### src/fcrc_pkg.sv
// Shared widths, reset values and CRC constants for the fixed frame CRC-16 receiver.
`default_nettype none

package fcrc_pkg;

  localparam int BYTE_W      = 8;
  localparam int INDEX_W     = 5;
  localparam int CRC_W       = 16;
  localparam int CFG_INDEX_W = 1;

  localparam int FRAME_LEN_DEFAULT   = 18;
  localparam int CHECKED_LEN_DEFAULT = 15;

  localparam logic [CRC_W-1:0]  CRC_POLY = 16'hA001;
  localparam logic [CRC_W-1:0]  CRC_INIT = 16'hFFFF;

  localparam logic [BYTE_W-1:0] ADDRESS_RESET  = 8'h01;
  localparam logic [BYTE_W-1:0] FUNCTION_RESET = 8'h03;

  typedef enum logic [CFG_INDEX_W-1:0] {
    REG_ADDRESS  = 1'b0,
    REG_FUNCTION = 1'b1
  } cfg_reg_t;

endpackage

`default_nettype wire

### src/fcrc_in_if.sv
// Input channel: one received byte per word.
`default_nettype none

interface fcrc_in_if;
  import fcrc_pkg::*;

  logic              valid;
  logic              ready;
  logic [BYTE_W-1:0] rx_byte;

  modport source (output valid, output rx_byte, input ready);
  modport sink   (input valid, input rx_byte, output ready);
endinterface

`default_nettype wire

### src/fcrc_out_if.sv
// Output channel: echoed byte with frame position and verdict flags.
`default_nettype none

interface fcrc_out_if;
  import fcrc_pkg::*;

  logic               valid;
  logic               ready;
  logic [BYTE_W-1:0]  data_byte;
  logic [INDEX_W-1:0] byte_index;
  logic               byte_kept;
  logic               frame_good;
  logic               frame_bad;

  modport source (output valid, output data_byte, output byte_index, output byte_kept,
                  output frame_good, output frame_bad, input ready);
  modport sink   (input valid, input data_byte, input byte_index, input byte_kept,
                  input frame_good, input frame_bad, output ready);
endinterface

`default_nettype wire

### src/fcrc_crc_step.sv
// Modbus CRC-16 update over one byte, unrolled over its eight bits.
`default_nettype none

module fcrc_crc_step (
  input  wire logic [fcrc_pkg::CRC_W-1:0]  crc_in,
  input  wire logic [fcrc_pkg::BYTE_W-1:0] data,
  output logic      [fcrc_pkg::CRC_W-1:0]  crc_out
);
  import fcrc_pkg::*;

  always_comb begin
    logic [CRC_W-1:0] c;
    c = crc_in ^ {{(CRC_W-BYTE_W){1'b0}}, data};
    for (int k = 0; k < BYTE_W; k++) begin
      if (c[0]) begin
        c = (c >> 1) ^ CRC_POLY;
      end else begin
        c = c >> 1;
      end
    end
    crc_out = c;
  end

endmodule

`default_nettype wire

### src/fixed_frame_crc16_receiver.sv
// Top level: fixed-length frame hunter with Modbus CRC-16 check.
//
//   channel | dir | word                                                   
//   in_ch   | in  | rx_byte                                                
//   out_ch  | out | data_byte, byte_index, byte_kept, frame_good, frame_bad 
//   cfg     | in  | cfg_wr_en, cfg_index, cfg_data (address, function)      
//
// One word in, one word out; a word is taken every cycle. Result appears the
// cycle after acceptance from the output register; the byte CRC update is
// the longest path. in_ch.ready drops only while a result is held by out_ch.
// Synchronous reset clears the hunt state and restores the register defaults.
`default_nettype none

module fixed_frame_crc16_receiver #(
  parameter int FRAME_LEN   = fcrc_pkg::FRAME_LEN_DEFAULT,
  parameter int CHECKED_LEN = fcrc_pkg::CHECKED_LEN_DEFAULT
) (
  input  wire logic                            clk,
  input  wire logic                            rst,
  input  wire logic                            cfg_wr_en,
  input  wire logic [fcrc_pkg::CFG_INDEX_W-1:0] cfg_index,
  input  wire logic [fcrc_pkg::BYTE_W-1:0]      cfg_data,
  fcrc_in_if.sink                              in_ch,
  fcrc_out_if.source                           out_ch
);
  import fcrc_pkg::*;

  localparam int POS_W = $clog2(FRAME_LEN + 1);

  logic [BYTE_W-1:0] address_byte;
  logic [BYTE_W-1:0] function_byte;

  logic [POS_W-1:0] position;
  logic [POS_W-1:0] position_next;
  logic [CRC_W-1:0] crc;
  logic [CRC_W-1:0] crc_next;
  logic [CRC_W-1:0] crc_stepped;
  logic             match;
  logic             match_next;

  logic             kept;
  logic             good;
  logic             bad;
  logic             in_fire;
  logic [BYTE_W-1:0] b;
  int unsigned      pos;

  assign b       = in_ch.rx_byte;
  assign pos     = 32'(position);
  assign in_ch.ready = !out_ch.valid || out_ch.ready;
  assign in_fire = in_ch.valid && in_ch.ready;

  fcrc_crc_step u_crc_step (
    .crc_in  (crc),
    .data    (b),
    .crc_out (crc_stepped)
  );

  always_comb begin
    position_next = position;
    crc_next      = crc;
    match_next    = match;
    kept          = 1'b1;
    good          = 1'b0;
    bad           = 1'b0;
    if (pos >= FRAME_LEN) begin
      kept          = 1'b0;
      position_next = '0;
      crc_next      = CRC_INIT;
      match_next    = 1'b0;
    end else begin
      if (pos == 0 && b != address_byte) begin
        kept = 1'b0;
      end
      if (pos == 1 && b != function_byte) begin
        kept = 1'b0;
      end
      if (!kept) begin
        position_next = '0;
        crc_next      = CRC_INIT;
        match_next    = 1'b0;
      end else begin
        if (pos < CHECKED_LEN) begin
          crc_next = crc_stepped;
        end else if (pos == CHECKED_LEN) begin
          match_next = (b == crc[BYTE_W-1:0]);
        end else if (pos == CHECKED_LEN + 1) begin
          match_next = match && (b == crc[CRC_W-1:BYTE_W]);
        end
        if (pos == FRAME_LEN - 1) begin
          if (match_next && (CHECKED_LEN + 1 < FRAME_LEN)) begin
            good          = 1'b1;
            position_next = '0;
            crc_next      = CRC_INIT;
            match_next    = 1'b0;
          end else begin
            bad           = 1'b1;
            position_next = POS_W'(FRAME_LEN);
          end
        end else begin
          position_next = position + 1'b1;
        end
      end
    end
  end

  always_ff @(posedge clk) begin
    if (rst) begin
      address_byte  <= ADDRESS_RESET;
      function_byte <= FUNCTION_RESET;
    end else if (cfg_wr_en) begin
      case (cfg_reg_t'(cfg_index))
        REG_ADDRESS:  address_byte  <= cfg_data;
        REG_FUNCTION: function_byte <= cfg_data;
        default: ;
      endcase
    end
  end

  always_ff @(posedge clk) begin
    if (rst) begin
      position     <= '0;
      crc          <= CRC_INIT;
      match        <= 1'b0;
      out_ch.valid <= 1'b0;
    end else begin
      if (in_fire) begin
        position <= position_next;
        crc      <= crc_next;
        match    <= match_next;
      end
      out_ch.valid <= in_fire || (out_ch.valid && !out_ch.ready);
    end
  end

  always_ff @(posedge clk) begin
    if (in_fire) begin
      out_ch.data_byte  <= b;
      out_ch.byte_index <= INDEX_W'(position);
      out_ch.byte_kept  <= kept;
      out_ch.frame_good <= good;
      out_ch.frame_bad  <= bad;
    end
  end

endmodule

`default_nettype wire

### src/flat_wrapper.sv
// flat-port wrapper written by rule: the top's interface ports become plain ports
module fixed_frame_crc16_receiver_flat import fcrc_pkg::*;
#(
  parameter int FRAME_LEN   = fcrc_pkg::FRAME_LEN_DEFAULT,
  parameter int CHECKED_LEN = fcrc_pkg::CHECKED_LEN_DEFAULT
)
  (clk, rst, cfg_wr_en, cfg_index, cfg_data, in_ch_valid, in_ch_rx_byte, in_ch_ready, out_ch_valid, out_ch_data_byte, out_ch_byte_index, out_ch_byte_kept, out_ch_frame_good, out_ch_frame_bad, out_ch_ready);
  fcrc_in_if in_ch_i ();
  fcrc_out_if out_ch_i ();
  input  wire logic clk;
  input  wire logic rst;
  input  wire logic cfg_wr_en;
  input  wire logic [fcrc_pkg::CFG_INDEX_W-1:0] cfg_index;
  input  wire logic [fcrc_pkg::BYTE_W-1:0] cfg_data;
  input wire logic [$bits(in_ch_i.valid)-1:0] in_ch_valid;
  input wire logic [$bits(in_ch_i.rx_byte)-1:0] in_ch_rx_byte;
  output wire logic [$bits(in_ch_i.ready)-1:0] in_ch_ready;
  output wire logic [$bits(out_ch_i.valid)-1:0] out_ch_valid;
  output wire logic [$bits(out_ch_i.data_byte)-1:0] out_ch_data_byte;
  output wire logic [$bits(out_ch_i.byte_index)-1:0] out_ch_byte_index;
  output wire logic [$bits(out_ch_i.byte_kept)-1:0] out_ch_byte_kept;
  output wire logic [$bits(out_ch_i.frame_good)-1:0] out_ch_frame_good;
  output wire logic [$bits(out_ch_i.frame_bad)-1:0] out_ch_frame_bad;
  input wire logic [$bits(out_ch_i.ready)-1:0] out_ch_ready;
  assign in_ch_i.valid = in_ch_valid;
  assign in_ch_i.rx_byte = in_ch_rx_byte;
  assign in_ch_ready = in_ch_i.ready;
  assign out_ch_valid = out_ch_i.valid;
  assign out_ch_data_byte = out_ch_i.data_byte;
  assign out_ch_byte_index = out_ch_i.byte_index;
  assign out_ch_byte_kept = out_ch_i.byte_kept;
  assign out_ch_frame_good = out_ch_i.frame_good;
  assign out_ch_frame_bad = out_ch_i.frame_bad;
  assign out_ch_i.ready = out_ch_ready;
  fixed_frame_crc16_receiver #(.FRAME_LEN(FRAME_LEN), .CHECKED_LEN(CHECKED_LEN)) u_core (.clk(clk), .rst(rst), .cfg_wr_en(cfg_wr_en), .cfg_index(cfg_index), .cfg_data(cfg_data), .in_ch(in_ch_i), .out_ch(out_ch_i));
endmodule
### config.mk
export PLATFORM = sky130hd
export DESIGN_NAME = fixed_frame_crc16_receiver_flat
export DESIGN_NICKNAME = d
export VERILOG_FILES = /design/src/fcrc_pkg.sv /design/src/fcrc_in_if.sv /design/src/fcrc_out_if.sv /design/src/fcrc_crc_step.sv /design/src/fixed_frame_crc16_receiver.sv /design/src/flat_wrapper.sv
export SDC_FILE = /design/constraint.sdc
export NUM_CORES = 1
export LEC_CHECK = 0
export ABC_CLOCK_PERIOD_IN_PS = 5140
export BUFFER_PORTS_ARGS = -buffer_cell sky130_fd_sc_hd__clkbuf_2
export CAP_MARGIN = 20
export CORE_AREA = 2 2 83 85
export DETAILED_ROUTE_END_ITERATION = 10
export DIE_AREA = 0 0 85 87
export SYNTH_ARGS = -nofsm -noshare
export SYNTH_HDL_FRONTEND = slang
export SYNTH_SLANG_ARGS = --single-unit
### constraint.sdc
create_clock -name clk -period 5.14 [get_ports clk]
set_input_delay 1.028 -clock clk [delete_from_list [all_inputs] [get_ports clk]]
set_output_delay 1.028 -clock clk [all_outputs]
set_load 0.03 [all_outputs]
==> impl_results.md <==
- Commonest non-fill, non-tap cell in the layout: nand2_1
- Routability cong.: between 0.7 and 0.8
- Iter 0 DRT Violations: between 100 and 150
- Post-route DRC: 0
- PortBufs: 39
- Fmax: 0.347 GHz
- Skew final: 10.7 ps
- Maximum ir drop on the vdd rail: between 0.0001 and 0.00015 V
- CP Data Required Time: between 5000 and 6000 ps
- Max stage delay on crit path: 630 ps
- Routed wire per std cell: 14.4 um
- Antenna-violating nets left: 0
- Num ports: 40
- Design area: roughly 2900 um2
- CP max stage cell: inv_1
- Pwr Density: approximately 280 nW/um2
- Leakage power: 1.09 nW
- Crit path cell chain: clkbuf_2, nand2b_1, nand2_1, inv_1, nor2_1, a221oi_4, o22a_2
- MaxCap Viol Count: 0
- Post-Syn Instances: 261
- Slew margin rel.: between 40% and 50%
- Dominant cell type by area after synthesis: dfxtp_1
- Via/cell ratio: around 5
- Crit share post-route: 56.1%
- GRT overflow: 0
- Hold WC Path Type: reg -> reg
- Layout cells sized above 1: 21.4%
- Final WL: 5330 um
- Worst setup SP type: input pin
- Delay-heaviest family, CP: compound AO/OA/AOI/OAI gates
- FFs w/ async S/R, synth: 0%
- Critical path buffers and inverters: 2
- Mapped Nets: 292
- Final Hold Fails: 0
- CP arrival: roughly 3100 ps
- Post-layout net count: 320
- Detailed-route via count: 1902
- Final setup violating endpoints: 0
- Yosys warns: 0
- Max FO, Critical Path: 21
- First-pass GRT wire length: between 9000 and 10000 um
- CTS Sinks: 55
- Final hold slack: 474 ps
- CTS Buf Count: 5
- Largest net degree at the start of global routing: 26
- Most frequent cells in the layout: 41 x nand2_1, 39 x clkbuf_2, 39 x dfxtp_1
- Die ar.: about 7400 um2
- Status: finished, final reports clean
- Share of Yosys cell area claimed by the top area cell type: 29.4%
- Crit. End Element: register
- Core area: 6570 um2
- Placed Area: about 2900 um2
- Post-CTS setup buffers: 0
- Multi-input gate area: 1280 um2
- Ys flop type: dfxtp_1
- Number of gates resized after cts: 0
- Count of different cell masters after synthesis: 41
- Initial Util: 40.5%
- Synth top area cells: dfxtp_1 29%, edfxtp_1 18%, xnor2_1 10%
- Diodes inserted: 0
- Total GRT Usage: 15.8%
- TritonCTS clock tree: yes
- Yosys reg bits: 55
- Worst-skew pair later-pin latency: just over 300 ps
- Vias in the first global route: 1928
- Max Buffers Root-to-Sink: 2
- Sequential fraction of the synthesis area: 47.4%
- DRT Pass-1 Iters: 4
- RSZ-0062 raised after global routing: no
- Die H: 87 um
- CTS H-Tree Depth: 2
- Root Driver: clkbuf_8
- Worst Max-Slew Pin Slew: between 700 and 800 ps
- Layout area overhead: 10.8%
- Setup TNS: 0 ps
- Dpl hpwl: 3850 um
- Die Width: 85 um
- Mapped Area: 2660 um2
- Min Tclk post-route: ~2900 ps
- WS Path Type: in -> reg
- FP Rows: 30
- Syn_area_per_cell: 10.2 um2
- Register cell area after layout: ~1300 um2
- Final-layout fill cell count: 623
- Max Transition Viols Final: 0
- Hold_buf cts: 0
- Post-synth EDFFs: 16
- Initial antenna violation count: 0
- Clock Pin Slew Worst Setup and Hold Paths: about 100 ps
layer usage:
metal	up-vias	routed length, um	track usage [%]
met2	59	2220	23.8
met5	-	0	0
met1	869	2700	22.4
li1	964	-	-
met4	0	99	5.34
met3	10	313	3.79
final timing paths:
| path | cells after the start | from | slack (ps) | end |
|---|---|---|---|---|
| setup / recovery | 7 | out_ch_ready | 2260 | u_core.crc[2]$_SDFFE_PP1P_ |
| hold / removal | 2 | u_core.address_byte[6]$_SDFFE_PP0P_ | 470 | u_core.address_byte[6]$_SDFFE_PP0P_ |
| setup reg to reg | 8 | u_core.position[1]$_SDFFE_PP0P_ | 2530 | u_core.crc[2]$_SDFFE_PP1P_ |
| hold reg to reg | 2 | u_core.address_byte[6]$_SDFFE_PP0P_ | 470 | u_core.address_byte[6]$_SDFFE_PP0P_ |
synth_stat cells, types with 2 or more instances:
library cell  number
a21oi_1           20
o21ai_0            4
nand2_1           41
nand4_1            6
dfxtp_1           39
o211ai_1           3
buf_2              7
nand3_1            8
nor2_1             4
o22a_2             9
buf_6              2
xnor2_1           31
a2bb2oi_1          7
nor2b_1            2
and3_1             5
xor2_1             9
nand3b_1           3
nor3b_1            2
clkbuf_1           8
inv_1              5
nor3_1             2
ha_1               9
nand2b_1           2
edfxtp_1          16
state kept, by name, summed over array words and instances, names as in the netlist:
signal / cells
u_core.match: 1
u_core.out_ch.byte_index: 5
u_core.out_ch.frame_bad: 1
u_core.function_byte: 8
u_core.out_ch.data_byte: 8
u_core.out_ch.valid: 1
u_core.position: 5
u_core.out_ch.frame_good: 1
u_core.crc: 16
u_core.out_ch.byte_kept: 1
u_core.address_byte: 8
kinds of logic after synthesis:
kind of cell,share of synthesized area [%]
simple gates,15.1
flops,47.4
compound gates,14.3
xor+xnor,14.6
buf+inv,4.28
fa+ha+maj,4.23
worst register-to-register path, stage by stage (launching register included):
cell and delay (ps):
dfxtp_1 420, ha_1 260, and3_1 200, ha_1 240
nor3b_1 220, nand3_1 130, and3_4 210, a221oi_4 640
o22a_2 240
power by group:
part	internal [W]	leakage, nW	switching [W]	total, W
clock	0.0000963	0.0483	0.000143	0.000239
sequential	0.000460	0.476	0.00000608	0.000466
combinational	0.0000455	0.566	0.0000686	0.000114
total	0.000602	1.09	0.000217	0.000819
through the flow:
stage          instances  util, %  setup slack, ps  total power, W
2_1_floorplan        261        -             2270        0.000564
3_3_place_gp         362     43.5             2040        0.000590
3_5_place_dp         362     43.5             1940        0.000591
4_1_cts              370     44.9             2280        0.000831
5_1_grt              370     44.9             2070        0.000860
6_report             370     44.9             2260        0.000819
final cells by class:
| cell class | instances | area share, % |
|---|---|---|
| flip-flops and latches | 55 | 42.8 |
| multi-input cells | 183 | 43.6 |
| repair buffers | 39 | 6.62 |
| clock buffers | 5 | 2.33 |
| well taps | 80 | 3.40 |
| inverters | 5 | 0.637 |
| clock inverters | 3 | 0.637 |
Power figures use the tool's default switching activity.
